--- src/design/ahrfp_pkg.sv ---
// Shared types, constants and helper functions of the ASCII hex reading frame parser.
`default_nettype none

package ahrfp_pkg;

    // Frame layout: byte positions within one frame.
    localparam int unsigned FRAME_LEN      = 16;
    localparam int unsigned COUNT_W        = 5;
    localparam logic [4:0]  COUNT_MAX      = 5'd31;
    localparam logic [4:0]  POS_HDR_STAR   = 5'd0;
    localparam logic [4:0]  POS_HDR_C      = 5'd1;
    localparam logic [4:0]  POS_HDR_F      = 5'd2;
    localparam logic [4:0]  POS_HDR_V      = 5'd3;
    localparam logic [4:0]  POS_ADDR_TENS  = 5'd4;
    localparam logic [4:0]  POS_ADDR_UNITS = 5'd5;
    localparam logic [4:0]  POS_CSUM_FIRST = 5'd12;
    localparam logic [4:0]  POS_CR         = 5'd14;
    localparam logic [4:0]  POS_LF         = 5'd15;
    localparam logic [4:0]  POS_FRAME_LEN  = 5'(FRAME_LEN);

    // Characters that the frame must carry.
    localparam logic [7:0] CHAR_STAR = 8'h2A;
    localparam logic [7:0] CHAR_C    = 8'h43;
    localparam logic [7:0] CHAR_F    = 8'h46;
    localparam logic [7:0] CHAR_V    = 8'h56;
    localparam logic [7:0] CHAR_ZERO = 8'h30;
    localparam logic [7:0] CHAR_CR   = 8'h0D;
    localparam logic [7:0] CHAR_LF   = 8'h0A;

    // Field widths.
    localparam int unsigned BYTE_W   = 8;
    localparam int unsigned ADDR_W   = 7;
    localparam int unsigned VALUE_W  = 24;
    localparam int unsigned STATUS_W = 3;

    // Register map.
    localparam int unsigned PADDR_W     = 3;
    localparam logic [0:0]  REG_DEV_ADDR = 1'b0;

    // Result status codes.
    typedef enum logic [2:0] {
        STATUS_OK        = 3'd0,
        STATUS_BAD_LEN   = 3'd1,
        STATUS_BAD_FMT   = 3'd2,
        STATUS_BAD_CSUM  = 3'd3,
        STATUS_BAD_HEX   = 3'd4
    } frame_status_t;

    // Decodes one ASCII hex digit; bit 4 set means the character is not a hex digit.
    function automatic logic [4:0] hex_decode(input logic [7:0] c);
        logic [4:0] r;
        r = 5'h10;
        case (c) inside
            [8'h30:8'h39]: r = {1'b0, c[3:0]};
            [8'h41:8'h46],
            [8'h61:8'h66]: r = {1'b0, c[3:0] + 4'd9};
            default:       r = 5'h10;
        endcase
        return r;
    endfunction

endpackage

`default_nettype wire

--- src/design/ascii_hex_reading_frame_parser.sv ---
// Top level of the ASCII hex reading frame parser: input register, frame checks, result register.
//
//  Channel | Direction | Handshake          | Payload
//  s_      | in        | s_valid / s_ready  | s_rx_byte, s_end_of_frame
//  m_      | out       | m_valid / m_ready  | m_frame_status, m_level_value
//  APB     | in        | psel/penable/pready| paddr, pwdata, prdata (device_address)
//
// One byte is taken every cycle unless the input register holds back; a byte passes through the
// input register, and the result of a frame-ending byte is then loaded into the result register.
// The input register only holds back when it carries a frame-ending byte while an earlier
// result is still waiting and m_ready is low; other bytes always pass on.
// Reset (aresetn low, synchronous) empties both registers and clears all frame state,
// the held value and device_address.
`default_nettype none

module ascii_hex_reading_frame_parser (
    input  wire logic                                aclk,
    input  wire logic                                aresetn,
    // Input channel
    input  wire logic                                s_valid,
    output logic                                     s_ready,
    input  wire logic [ahrfp_pkg::BYTE_W-1:0]        s_rx_byte,
    input  wire logic                                s_end_of_frame,
    // Result channel
    output logic                                     m_valid,
    input  wire logic                                m_ready,
    output logic [ahrfp_pkg::STATUS_W-1:0]           m_frame_status,
    output logic [ahrfp_pkg::VALUE_W-1:0]            m_level_value,
    // Configuration port
    input  wire logic                                psel,
    input  wire logic                                penable,
    input  wire logic                                pwrite,
    input  wire logic [ahrfp_pkg::PADDR_W-1:0]       paddr,
    input  wire logic [31:0]                         pwdata,
    output logic [31:0]                              prdata,
    output logic                                     pready
);

    // Configuration register.
    logic [ahrfp_pkg::ADDR_W-1:0] dev_addr_reg;

    // Input register.
    logic                         in_valid_reg;
    logic [ahrfp_pkg::BYTE_W-1:0] in_byte_reg;
    logic                         in_eof_reg;

    // Frame state.
    logic [ahrfp_pkg::COUNT_W-1:0] byte_count_reg, byte_count_next;
    logic [7:0]                    running_sum_reg, running_sum_next;
    logic [ahrfp_pkg::VALUE_W-1:0] value_acc_reg, value_acc_next;
    logic [7:0]                    rx_csum_reg, rx_csum_next;
    logic                          format_good_reg, format_good_next;
    logic                          hex_good_reg, hex_good_next;
    logic [ahrfp_pkg::VALUE_W-1:0] held_value_reg, held_value_next;

    // Result register.
    logic                          out_valid_reg;
    ahrfp_pkg::frame_status_t      out_status_reg, out_status_next;

    logic       proc_fire;
    logic       in_advance;
    logic       cfg_write;
    logic [4:0] hex_dec;
    logic       in_frame;
    logic [14:0] tens_prod;
    logic [3:0]  addr_tens;
    logic [6:0]  addr_units_wide;
    logic [7:0]  exp_tens_char;
    logic [7:0]  exp_units_char;

    assign pready    = 1'b1;
    assign cfg_write = psel && penable && pwrite && pready;

    // APB write and read of device_address; the word index is paddr bit 2.
    always_ff @(posedge aclk) begin
        if (!aresetn) begin
            dev_addr_reg <= '0;
        end else if (cfg_write && (paddr[2] == ahrfp_pkg::REG_DEV_ADDR)) begin
            dev_addr_reg <= pwdata[ahrfp_pkg::ADDR_W-1:0];
        end
    end

    always_comb begin
        prdata = '0;
        if (paddr[2] == ahrfp_pkg::REG_DEV_ADDR) begin
            prdata = {{(32-ahrfp_pkg::ADDR_W){1'b0}}, dev_addr_reg};
        end
    end

    // Expected address characters; divide by ten through multiplication by 205/2048.
    assign tens_prod       = {8'd0, dev_addr_reg} * 15'd205;
    assign addr_tens       = tens_prod[14:11];
    assign addr_units_wide = dev_addr_reg - ({3'd0, addr_tens} * 7'd10);
    assign exp_tens_char   = ahrfp_pkg::CHAR_ZERO + {4'd0, addr_tens};
    assign exp_units_char  = ahrfp_pkg::CHAR_ZERO + {4'd0, addr_units_wide[3:0]};

    // Flow control: only a frame-ending item needs room in the result register.
    assign in_advance = !in_eof_reg || !out_valid_reg || m_ready;
    assign proc_fire  = in_valid_reg && in_advance;
    assign s_ready    = !in_valid_reg || in_advance;

    always_ff @(posedge aclk) begin
        if (!aresetn) begin
            in_valid_reg <= 1'b0;
        end else if (s_ready) begin
            in_valid_reg <= s_valid;
        end
    end

    always_ff @(posedge aclk) begin
        if (s_valid && s_ready) begin
            in_byte_reg <= s_rx_byte;
            in_eof_reg  <= s_end_of_frame;
        end
    end

    // Per-byte checks and accumulation for the byte in the input register.
    assign hex_dec  = ahrfp_pkg::hex_decode(in_byte_reg);
    assign in_frame = byte_count_reg < ahrfp_pkg::POS_FRAME_LEN;

    always_comb begin
        running_sum_next = running_sum_reg;
        value_acc_next   = value_acc_reg;
        rx_csum_next     = rx_csum_reg;
        format_good_next = format_good_reg;
        hex_good_next    = hex_good_reg;

        if (in_frame && (byte_count_reg < ahrfp_pkg::POS_CSUM_FIRST)) begin
            running_sum_next = running_sum_reg + in_byte_reg;
        end

        case (byte_count_reg)
            ahrfp_pkg::POS_HDR_STAR: begin
                if (in_byte_reg != ahrfp_pkg::CHAR_STAR) format_good_next = 1'b0;
            end
            ahrfp_pkg::POS_HDR_C: begin
                if (in_byte_reg != ahrfp_pkg::CHAR_C) format_good_next = 1'b0;
            end
            ahrfp_pkg::POS_HDR_F: begin
                if (in_byte_reg != ahrfp_pkg::CHAR_F) format_good_next = 1'b0;
            end
            ahrfp_pkg::POS_HDR_V: begin
                if (in_byte_reg != ahrfp_pkg::CHAR_V) format_good_next = 1'b0;
            end
            ahrfp_pkg::POS_ADDR_TENS: begin
                if (in_byte_reg != exp_tens_char) format_good_next = 1'b0;
            end
            ahrfp_pkg::POS_ADDR_UNITS: begin
                if (in_byte_reg != exp_units_char) format_good_next = 1'b0;
            end
            ahrfp_pkg::POS_CR: begin
                if (in_byte_reg != ahrfp_pkg::CHAR_CR) format_good_next = 1'b0;
            end
            ahrfp_pkg::POS_LF: begin
                if (in_byte_reg != ahrfp_pkg::CHAR_LF) format_good_next = 1'b0;
            end
            default: begin
                // Value and checksum digits; bytes past the frame length are not examined.
                if (in_frame) begin
                    if (hex_dec[4]) hex_good_next = 1'b0;
                    if (byte_count_reg < ahrfp_pkg::POS_CSUM_FIRST) begin
                        value_acc_next = {value_acc_reg[ahrfp_pkg::VALUE_W-5:0],
                                          hex_dec[4] ? 4'd0 : hex_dec[3:0]};
                    end else begin
                        rx_csum_next = {rx_csum_reg[3:0], hex_dec[4] ? 4'd0 : hex_dec[3:0]};
                    end
                end
            end
        endcase

        if (byte_count_reg == ahrfp_pkg::COUNT_MAX) begin
            byte_count_next = byte_count_reg;
        end else begin
            byte_count_next = byte_count_reg + 5'd1;
        end
    end

    // Frame verdict, in priority order.
    always_comb begin
        held_value_next = held_value_reg;
        if (byte_count_next != ahrfp_pkg::POS_FRAME_LEN) begin
            out_status_next = ahrfp_pkg::STATUS_BAD_LEN;
        end else if (!format_good_next) begin
            out_status_next = ahrfp_pkg::STATUS_BAD_FMT;
        end else if (!hex_good_next) begin
            out_status_next = ahrfp_pkg::STATUS_BAD_HEX;
        end else if (rx_csum_next != running_sum_next) begin
            out_status_next = ahrfp_pkg::STATUS_BAD_CSUM;
        end else begin
            out_status_next = ahrfp_pkg::STATUS_OK;
            held_value_next = value_acc_next;
        end
    end

    // Frame state update; a frame-ending item returns the frame state to its start.
    always_ff @(posedge aclk) begin
        if (!aresetn) begin
            byte_count_reg  <= '0;
            running_sum_reg <= '0;
            value_acc_reg   <= '0;
            rx_csum_reg     <= '0;
            format_good_reg <= 1'b1;
            hex_good_reg    <= 1'b1;
            held_value_reg  <= '0;
        end else if (proc_fire) begin
            if (in_eof_reg) begin
                byte_count_reg  <= '0;
                running_sum_reg <= '0;
                value_acc_reg   <= '0;
                rx_csum_reg     <= '0;
                format_good_reg <= 1'b1;
                hex_good_reg    <= 1'b1;
                held_value_reg  <= held_value_next;
            end else begin
                byte_count_reg  <= byte_count_next;
                running_sum_reg <= running_sum_next;
                value_acc_reg   <= value_acc_next;
                rx_csum_reg     <= rx_csum_next;
                format_good_reg <= format_good_next;
                hex_good_reg    <= hex_good_next;
            end
        end
    end

    // Result register; the held value only changes when a new result is loaded.
    always_ff @(posedge aclk) begin
        if (!aresetn) begin
            out_valid_reg <= 1'b0;
        end else if (proc_fire && in_eof_reg) begin
            out_valid_reg <= 1'b1;
        end else if (m_ready) begin
            out_valid_reg <= 1'b0;
        end
    end

    always_ff @(posedge aclk) begin
        if (proc_fire && in_eof_reg) begin
            out_status_reg <= out_status_next;
        end
    end

    assign m_valid        = out_valid_reg;
    assign m_frame_status = out_status_reg;
    assign m_level_value  = held_value_reg;

endmodule

`default_nettype wire

--- config.mk ---
export PLATFORM = sky130hd
export DESIGN_NAME = ascii_hex_reading_frame_parser
export DESIGN_NICKNAME = d
export VERILOG_FILES = /design/src/design/ahrfp_pkg.sv /design/src/design/ascii_hex_reading_frame_parser.sv
export SDC_FILE = /design/constraint.sdc
export NUM_CORES = 1
export LEC_CHECK = 0
export ABC_AREA = 1
export BUFFER_PORTS_ARGS = -buffer_cell sky130_fd_sc_hd__buf_4
export CAP_MARGIN = 20
export CELL_PAD_IN_SITES_DETAIL_PLACEMENT = 2
export CELL_PAD_IN_SITES_GLOBAL_PLACEMENT = 2
export CORE_ASPECT_RATIO = 1.1
export CORE_MARGIN = 2
export CORE_UTILIZATION = 35
export CTS_BUF_LIST = sky130_fd_sc_hd__clkbuf_4 sky130_fd_sc_hd__clkbuf_8
export DETAILED_ROUTE_END_ITERATION = 7
export GPL_ROUTABILITY_DRIVEN = 0
export PLACE_DENSITY_LB_ADDON = 0.1
export SLEW_MARGIN = 10
export SYNTH_ARGS = -nofsm -noshare
export SYNTH_HDL_FRONTEND = slang
export SYNTH_SLANG_ARGS = --single-unit
--- constraint.sdc ---
create_clock -name aclk -period 10.3 [get_ports aclk]
set_input_delay 2.575 -clock aclk [delete_from_list [all_inputs] [get_ports aclk]]
set_output_delay 2.575 -clock aclk [all_outputs]
set_load 0.02 [all_outputs]
==> impl_metrics.py, run 1 <==
metrics = {
    "clock_network": {
        "clockBufferDepth": 2,
        "post_cts_buffers": 0,
        "clk_pin_slew_ns": 0.11,
        "ctsResizeCount": 0,
        "cts_hold_buffers": 0,
        "clock-root-buffer": "clkbuf_8",
        "cts_sinks": 92,
        "insertion_delay_ns": 0.39,
        "cts_tree": "yes",
        "numCtsBuffers": 9,
        "htree_levels": 3,
    },
    "logic_synthesis": {
        "netlist_instances": 940,
        "ys_warn_count": 0,
        "yosys.area.top_type": "dfxtp_1",
        "synth.most_common_cell": "nand2_1",
        "async_flop_share_pct": 0,
        "synth-main-ff-cell": "dfxtp_1",
        "ys_seq_area_share_pct": 30.2,
        "synth_edf_count": 12,
        "ys_ff_latch": 92,
        "synth_area_leaders": "dfxtp_1 25%, nand2_1 15%, ha_1 9.6%",
        "yosysUniqueCellTypes": 43,
        "synth_top_area_share_pct": 24.7,
        "synth_top_cells_by_count": "254 x nand2_1, 141 x inv_1, 80 x dfxtp_1",
        "synth.cell_area_mm2": 0.00649,
        "synth_area_per_cell_um2": 6.90,
    },
    "critical_path": {
        "worst_setup_path_start_kind": "input port",
        "ff2ff_setup_slack_ns": 4.40,
        "crit_family": "simple AND/OR/NAND/NOR gates",
        "path_buf_inv": 2,
        "arrival_ns": 3.36,
        "cp_data_required_time_ns": 7.73,
        "cpMostUsedCell": "buf_4",
        "criticalPathCategory": "in2out",
        "max_stage_delay_ns": 0.28,
        "path_cells": "buf_4 -> nor2_1 -> nand3_1 -> buf_4",
        "critPathSlowestCell": "nor2_1",
        "cp_max_fo": 3,
        "end_kind": "output pin",
    },
    "floorplanning": {
        "start_util_pct": 35.5,
        "core_mm2": 0.0183,
        "fp-row-count": 52,
        "ios": 113,
        "die_area_mm2": 0.0196,
        "die_w_um": 134,
        "die_y_um": 147,
    },
    "cells_and_area": {
        "fillerInstances": 2253,
        "final_cells": 1228,
        "syn_to_final_growth_pct": 11.5,
        "fin_area_mm2": 0.00723,
        "drive_above_1_share_pct": 12.0,
        "diodes": 0,
        "regArea_mm2": 0.00196,
        "nNetsFinal": 1091,
        "multi_input_area_mm2": 0.00374,
    },
    "placement": {
        "post-dp-hpwl_um": 13900,
        "dp.cells": 1211,
        "portBuffers": 59,
        "post-place-ws_ns": 3.82,
        "dpl_cell_area_mm2": 0.00703,
    },
    "sta": {
        "finalHoldViolations": 0,
        "fin_crit_ns": 5.93,
        "fmax_mhz": 169,
        "skew_ns": 0.0215,
        "slew_headroom_pct": 42.8,
        "slew_viol_final": 0,
        "fin_ws_ns": 4.37,
        "setup_viol": 0,
        "rsz0062_at_grt": "no",
        "worst_pin_slew_ns": 0.857,
        "fin_crit_sh_pct": 57.6,
        "tns_ns": 0,
        "holdWs_ns": 0.476,
    },
    "global_routing": {
        "track_usage_pct": 19.4,
        "grt_overflow": 0,
        "grt_max_degree": 46,
        "grt_pass1_vias": 6313,
        "grt_pass1_wl_um": 31100,
        "antenna_found_initial": 0,
    },
    "power": {
        "max-vdd-ir-drop_v": 0.0000492,
        "p_leak_nw": 3.61,
        "power_density_mw_per_mm2": 103,
    },
    "outcome": {
        "status": "complete, no violations",
    },
    "run": {
        "cap_viol_max_count": 0,
    },
    "route": {
        "route.vias.total": 5931,
        "viasPerCell": 4.83,
        "drtIter0Drc": 143,
        "ant_nets": 0,
        "routed_wirelength_um": 18400,
        "wl_per_cell_um": 15.0,
        "firstDrtPassIters": 4,
        "drc": 0,
    },
    "worst_hold_path": {
        "hp-class": "reg2reg",
    },
}
[layout make-up]
type,count,share of cell area [%]
inverters,147,7.63
well taps,243,4.20
repair buffers,64,6.75
flip-flops and latches,92,27.1
clock inverters,5,0.571
multi-input cells,666,51.7
clock buffers,11,2.01
[worst min-delay path: stages, from the launching register on]
cell and delay (ns):
dfxtp_1 0.33, nand2_1 0.06, a21oi_1 0.05
[where the power goes]
part	switching, W	internal, W
Combinational	0.0000793	0.0000406
Sequential	0.00000860	0.000369
Clock	0.000146	0.000100
[worst paths after layout]
| check | to | start | cells after the start |
|---|---|---|---|
| worst min-delay path | value_acc_reg[21] | value_acc_reg[21] | 2 |
| worst max-delay path | s_ready | m_ready | 4 |
| worst min register to register | value_acc_reg[21] | value_acc_reg[21] | 2 |
| worst max register to register | m_level_value[13] | dev_addr_reg[5] | 31 |
[per-layer routing]
metal	GRT usage, %	up-vias	wire length (um)
li1	-	3003	-
met1	25.1	2856	8840
met2	34.8	60	9040
met3	2.59	12	387
met4	3.51	0	126
met5	0	-	0
[kinds of logic (layout without fill, tap and decap cells)]
kind of cell,Yosys count,after routing,share of synthesized area [%]
buf+inv,206,227,13.7
xor+xnor,19,19,2.57
other cells,2,26,0.116
simple gates,431,431,28.9
compound gates,114,114,9.32
mux,16,16,2.47
fa+ha+maj,60,60,12.7
flops,92,92,30.2
[cell usage in the layout (no fill, tap or decap), drive strengths merged, types with 10 or more instances in the layout]
| cell type | n |
|---|---|
| edfxtp | 12 |
| inv | 149 |
| a21oi | 60 |
| conb | 26 |
| dfxtp | 80 |
| or2 | 24 |
| nor2 | 71 |
| mux2i | 16 |
| clkbuf | 11 |
| ha | 50 |
| fa | 10 |
| nand3 | 42 |
| buf | 64 |
| o21ai | 38 |
| nand2 | 256 |
| nand4 | 32 |
| xor2 | 13 |
[stage by stage]
stage          total power (W)  utilization [%]
2_1_floorplan         0.000477                -
4_1_cts               0.000756             39.5
6_report              0.000744             39.6
3_3_place_gp          0.000504             38.5
5_1_grt               0.000787             39.6
3_5_place_dp          0.000507             38.5
Power figures use the tool's default switching activity.
==> run 2, diff against run 1 <==
--- a/config.mk
+++ b/config.mk
@@ -5,14 +5,14 @@
 export SDC_FILE = /design/constraint.sdc
 export NUM_CORES = 1
 export LEC_CHECK = 0
-export ABC_AREA = 1
+export ABC_AREA = 0
 export BUFFER_PORTS_ARGS = -buffer_cell sky130_fd_sc_hd__buf_4
 export CAP_MARGIN = 20
 export CELL_PAD_IN_SITES_DETAIL_PLACEMENT = 2
 export CELL_PAD_IN_SITES_GLOBAL_PLACEMENT = 2
 export CORE_ASPECT_RATIO = 1.1
 export CORE_MARGIN = 2
-export CORE_UTILIZATION = 35
+export CORE_UTILIZATION = 32
 export CTS_BUF_LIST = sky130_fd_sc_hd__clkbuf_4 sky130_fd_sc_hd__clkbuf_8
 export DETAILED_ROUTE_END_ITERATION = 7
 export GPL_ROUTABILITY_DRIVEN = 0
==> constraint.sdc (replaced) <==
create_clock -name aclk -period 5.15 [get_ports aclk]
set_input_delay 1.2875 -clock aclk [delete_from_list [all_inputs] [get_ports aclk]]
set_output_delay 1.2875 -clock aclk [all_outputs]
set_load 0.02 [all_outputs]
==> impl_metrics.py, run 2 <==
metrics = {
    "route": {
        "wl_per_cell_um": 19.0,
        "drtIter0Drc": 161,
        "drc": 0,
        "route.vias.total": 5044,
        "firstDrtPassIters": 4,
        "ant_nets": 0,
        "routed_wirelength_um": 18900,
        "viasPerCell": 5.07,
    },
    "critical_path": {
        "worst_setup_path_start_kind": "flop",
        "end_kind": "flop",
        "crit_start": "dev_addr_reg[6]",
        "cp_max_fo": 3,
        "r2r_cells": 23,
        "arrival_ns": 5.45,
        "critical_path.endpoint": "m_frame_status[0]",
        "r2r-end": "m_frame_status[0]",
        "r2r-start": "dev_addr_reg[6]",
        "criticalPathCategory": "reg2reg",
        "ff2ff_setup_slack_ns": -0.15,
        "cp_data_required_time_ns": 5.30,
    },
    "placement": {
        "portBuffers": 59,
        "dp.cells": 970,
        "post-place-ws_ns": -0.508,
        "post-dp-hpwl_um": 13200,
    },
    "global_routing": {
        "grt_pass1_wl_um": 30300,
        "track_usage_pct": 18.9,
        "grt_max_degree": 104,
        "grt_overflow": 0,
        "antenna_found_initial": 0,
        "grt_pass1_vias": 5556,
    },
    "cells_and_area": {
        "fillerInstances": 2111,
        "nNetsFinal": 854,
        "final_core_util_pct": 39.3,
        "drive_above_1_share_pct": 25.1,
        "syn_to_final_growth_pct": 21.4,
        "final_cells": 995,
        "final_common_cell": "buf_4",
        "diodes": 0,
        "final_cell_mix": "92 x buf_4, 75 x dfxtp_1, 68 x nand2_1, 57 x nor2b_1",
    },
    "logic_synthesis": {
        "synth_edf_count": 12,
        "netlist_instances": 669,
        "synth_area_per_cell_um2": 9.22,
        "ys_seq_area_share_pct": 31.8,
        "synth_top_cells_by_count": "80 x dfxtp_1, 69 x nand2_1, 57 x nor2b_1",
        "synth.most_common_cell": "dfxtp_1",
        "ys_warn_count": 0,
        "synth_top_area_share_pct": 26.0,
        "ys_ff_latch": 92,
        "yosysUniqueCellTypes": 66,
        "synth_area_leaders": "dfxtp_1 26%, ha_1 10%, mux2i_1 6.2%",
        "synth.cell_area_mm2": 0.00617,
        "async_flop_share_pct": 0,
        "synth-main-ff-cell": "dfxtp_1",
        "yosys.area.top_type": "dfxtp_1",
    },
    "clock_network": {
        "numCtsBuffers": 9,
        "cts_hold_buffers": 0,
        "htree_levels": 3,
        "clock-root-buffer": "clkbuf_8",
        "cts_sinks": 92,
        "insertion_delay_ns": 0.38,
        "cts_tree": "yes",
        "clk_pin_slew_ns": 0.10,
        "clockBufferDepth": 2,
    },
    "run": {
        "cap_viol_max_count": 0,
    },
    "power": {
        "power_density_mw_per_mm2": 205,
        "max-vdd-ir-drop_v": 0.000101,
        "p_leak_nw": 3.04,
    },
    "sta": {
        "fin_crit_ns": 5.30,
        "fin_crit_sh_pct": 103,
        "worst_pin_slew_ns": 1.00,
        "fmax_mhz": 189,
        "slew_headroom_pct": 33.1,
        "slew_viol_final": 0,
        "fin_ws_ns": -0.153,
        "holdWs_ns": 0.468,
        "setup_viol": 28,
        "finalHoldViolations": 0,
        "skew_ns": 0.0137,
        "rsz0062_at_grt": "yes",
    },
    "floorplanning": {
        "die_y_um": 150,
        "die_w_um": 136,
        "core_mm2": 0.0190,
        "die_area_mm2": 0.0204,
        "ios": 113,
        "start_util_pct": 32.4,
        "fp-row-count": 53,
    },
    "outcome": {
        "status": "finished, violations left",
        "violations": "setup timing",
    },
    "worst_hold_path": {
        "hp-class": "reg2reg",
    },
}
==> run 2: what timing repair did <==
item	CTS	global route
gates cloned	2	0
setup buffers	4	3
gates resized for setup	43	11
endpoints found under the setup margin	28	28
pin swaps	22	8
==> run 2: cell families after synthesis <==
kind of cell | share of synthesized area [%]
AOI/OAI and AO/OA | 14.0
xor gates and xnor gates | 4.12
adders and majority gates | 13.4
buffers and inverters | 7.91
DFF | 31.8
muxes | 10.4
other | 0.122
and+or+nand+nor | 18.3
==> run 2: worst max-delay path: stages, from the launching register on <==
cell and delay (ns):
dfxtp_2 0.41, ha_4 0.23, ha_4 0.22, fa_1 0.50
inv_1 0.06, fa_1 0.51, inv_1 0.05, ha_1 0.29
a21oi_2 0.07, a211oi_2 0.27, nor3_2 0.08, buf_4 0.16
xnor2_4 0.12, ha_2 0.19, fa_2 0.37, xnor2_2 0.18
xnor2_1 0.16, xnor2_1 0.17, xnor2_1 0.16, o21ai_1 0.09
a41o_1 0.29, buf_4 0.16, buf_6 0.12, a31o_4 0.21
==> run 2: metal layers <==
layer,wire [um],up-vias,global-route usage (%)
li1,-,2443,-
met1,8530,2542,24.1
met2,9900,51,34.0
met3,355,8,2.47
met4,134,0,4.01
met5,0,-,0
==> run 2: layout make-up <==
cell class,instances,area (um^2),area share [%]
Clock buffer,9,124,1.65
Clock inverter,7,96.3,1.29
Inverter,32,123,1.64
Multi-Input combinational cell,511,4070,54.3
Sequential cell,92,1980,26.4
Tap cell,247,309,4.13
Timing Repair Buffer,97,792,10.6
==> run 2: worst min path at each step <==
stage | startpoint | slack (ns) | endpoint | depth (start not counted)
detailed placement | hex_good_reg | 0.45 | hex_good_reg | 1
global placement | m_level_value[12] | 0.45 | m_level_value[12] | 2
floorplan | hex_good_reg | 0.44 | hex_good_reg | 1
global route | m_level_value[1] | 0.49 | m_level_value[1] | 2
finish | m_level_value[1] | 0.47 | m_level_value[1] | 2
CTS | m_level_value[21] | 0.47 | m_level_value[21] | 2
==> run 2: through the flow <==
step | TNS, ns | instance area [um^2] | power (W)
finish | -2.97 | 7490 | 0.00154
global route | -8.65 | 7490 | 0.00162
CTS | -3.23 | 7400 | 0.00155
detailed placement | -12.87 | 6880 | 0.000972
global placement | -6.54 | 6880 | 0.000964
floorplan | 0 | 6260 | 0.000919
==> run 2: report_power, final <==
group          leakage (nW)  switching [W]  internal (W)
clock                 0.114       0.000288      0.000276
combinational          2.17       0.000126     0.0000918
sequential            0.761      0.0000198      0.000735
total                  3.04       0.000433       0.00110
==> run 3, diff against run 2 <==
--- a/config.mk
+++ b/config.mk
@@ -12,7 +12,7 @@
 export CELL_PAD_IN_SITES_GLOBAL_PLACEMENT = 2
 export CORE_ASPECT_RATIO = 1.1
 export CORE_MARGIN = 2
-export CORE_UTILIZATION = 32
+export CORE_UTILIZATION = 35
 export CTS_BUF_LIST = sky130_fd_sc_hd__clkbuf_4 sky130_fd_sc_hd__clkbuf_8
 export DETAILED_ROUTE_END_ITERATION = 7
 export GPL_ROUTABILITY_DRIVEN = 0
==> constraint.sdc (replaced) <==
create_clock -name aclk -period 5.7 [get_ports aclk]
set_input_delay 1.425 -clock aclk [delete_from_list [all_inputs] [get_ports aclk]]
set_output_delay 1.425 -clock aclk [all_outputs]
set_load 0.02 [all_outputs]
==> impl_metrics.py, run 3 (same netlist as run 2, synthesis figures left out) <==
metrics = {
    "sta": {
        "slew_headroom_pct": 32.1,
        "tns_ns": 0,
        "finalHoldViolations": 0,
        "fmax_mhz": 185,
        "skew_ns": 0.0161,
        "fin_crit_ns": 5.42,
        "slew_viol_final": 0,
        "setup_viol": 0,
        "rsz0062_at_grt": "no",
        "worst_pin_slew_ns": 1.02,
        "fin_crit_sh_pct": 95.1,
    },
    "global_routing": {
        "grt_overflow": 0,
        "grt_pass1_vias": 5274,
        "antenna_found_initial": 0,
        "grt_max_degree": 104,
        "track_usage_pct": 19.1,
        "grt_pass1_wl_um": 28100,
    },
    "floorplanning": {
        "start_util_pct": 36.0,
        "die_w_um": 131,
        "die_y_um": 143,
        "ios": 113,
        "die_area_mm2": 0.0187,
        "fp-row-count": 50,
        "core_mm2": 0.0171,
    },
    "clock_network": {
        "clock-root-buffer": "clkbuf_8",
        "numCtsBuffers": 9,
        "htree_levels": 3,
        "insertion_delay_ns": 0.38,
        "cts_sinks": 92,
        "clockBufferDepth": 2,
        "cts_tree": "yes",
        "clk_pin_slew_ns": 0.10,
    },
    "route": {
        "drtIter0Drc": 152,
        "wl_per_cell_um": 18.4,
        "viasPerCell": 5.17,
        "firstDrtPassIters": 4,
        "routed_wirelength_um": 17600,
        "route.vias.total": 4945,
        "drc": 0,
        "ant_nets": 0,
    },
    "critical_path": {
        "worst_setup_path_start_kind": "flop",
        "arrival_ns": 5.69,
        "r2r-start": "dev_addr_reg[5]",
        "criticalPathCategory": "reg2reg",
        "cp_max_fo": 12,
        "end_kind": "flop",
        "ff2ff_setup_slack_ns": 0.28,
        "cp_data_required_time_ns": 5.97,
        "r2r_cells": 23,
        "r2r-end": "m_level_value[1]",
    },
    "cells_and_area": {
        "diodes": 0,
        "final_common_cell": "dfxtp_1",
        "syn_to_final_growth_pct": 13.8,
        "nNetsFinal": 829,
        "final_cell_mix": "77 x dfxtp_1, 70 x buf_4, 69 x nand2_1, 57 x nor2b_1, 48 x ha_1",
        "drive_above_1_share_pct": 19.2,
        "regArea_mm2": 0.00197,
        "final_cells": 957,
        "multi_input_area_mm2": 0.00387,
        "fillerInstances": 1939,
    },
    "power": {
        "max-vdd-ir-drop_v": 0.0000928,
        "power_density_mw_per_mm2": 189,
        "finalPower_w": 0.00133,
        "p_leak_nw": 2.91,
    },
    "outcome": {
        "status": "complete, no violations",
    },
    "worst_hold_path": {
        "worst_hold_path.endpoint": "m_level_value[17]",
        "hp-class": "reg2reg",
        "hold_path_depth": 2,
        "hp-start": "m_level_value[17]",
    },
    "placement": {
        "dp.cells": 937,
        "post-dp-hpwl_um": 12900,
        "portBuffers": 59,
    },
    "run": {
        "cap_viol_max_count": 0,
    },
}
## run 3: changes by cell type in the layout (fill, tap and decap cells not counted), sizes merged
cell and delta:
clkbuf +2, buf -26, clkinvlp +1, bufinv -1
inv +2, clkinv -3
## run 3: per-stage QoR
| stage | util [%] | hold slack (ns) | area [um^2] | worst slack, ns |
|---|---|---|---|---|
| finish | 41.0 | 0.461 | 7020 | 0.282 |
| CTS | 40.3 | 0.471 | 6910 | 0.0173 |
| global placement | 39.1 | 0.444 | 6710 | 0.158 |
| floorplan | - | 0.435 | 6260 | 0.473 |
| detailed placement | 39.1 | 0.452 | 6710 | -0.0361 |
| global route | 41.0 | 0.491 | 7020 | 0.00482 |
## run 3: worst max-delay path by stage
| stage | start | end | slack (ns) | cells past startpoint |
|---|---|---|---|---|
| after floorplan | dev_addr_reg[5] | m_level_value[10] | 0.47 | 23 |
| after global routing | dev_addr_reg[5] | m_level_value[11] | 0.005 | 23 |
| after detailed placement | dev_addr_reg[5] | m_level_value[4] | -0.04 | 23 |
| after CTS | dev_addr_reg[5] | m_level_value[4] | 0.02 | 23 |
| final | dev_addr_reg[5] | m_level_value[1] | 0.28 | 23 |
| after global placement | dev_addr_reg[5] | m_level_value[5] | 0.16 | 23 |
## run 3: layout make-up
cell class / instances / share of cell area, %
Inverter: 32 / 1.71
Timing Repair Buffer: 72 / 8.13
Tap cell: 234 / 4.17
Multi-Input combinational cell: 511 / 55.1
Clock inverter: 6 / 0.962
Clock buffer: 10 / 1.87
Sequential cell: 92 / 28.0
## run 3: repair_timing
item | 4_1_cts | 5_1_grt
hold buffers | 0 | 0
buffers inserted | 0 | 3
pin swaps | 0 | 5
cloned | 0 | 1
resized for setup | 1 | 16
endpoints found under the setup margin | 24 | 28
## run 3: report_power, final
part	switching, W	leakage (nW)	internal (W)
registers	0.0000174	0.759	0.000665
logic	0.000106	2.05	0.0000726
clock network	0.000257	0.102	0.000212
total	0.000381	2.91	0.000949
## run 3: worst max-delay path, cell delays in order (launching register included)
cell and delay [ns]:
dfxtp_4 0.39, inv_1 0.06, ha_1 0.28, inv_1 0.07
fa_1 0.46, fa_1 0.47, ha_1 0.32, ha_4 0.30
nand4_1 0.11, a211oi_2 0.29, nor3_2 0.07, buf_4 0.15
xnor2_1 0.15, ha_1 0.21, fa_2 0.36, xnor2_2 0.15
xnor2_1 0.20, xnor2_1 0.17, xnor2_1 0.15, o21ai_1 0.08
a41o_2 0.30, and3_2 0.23, clkbuf_16 0.20, mux2i_1 0.13
## run 3: layer usage
metal	global-route usage, %	up-vias	part of all wire [%]
li1	-	2385	-
met2	33.0	54	51
met1	25.0	2490	45
met5	0	-	0
met4	4.76	0	1.2
met3	2.81	16	2.7
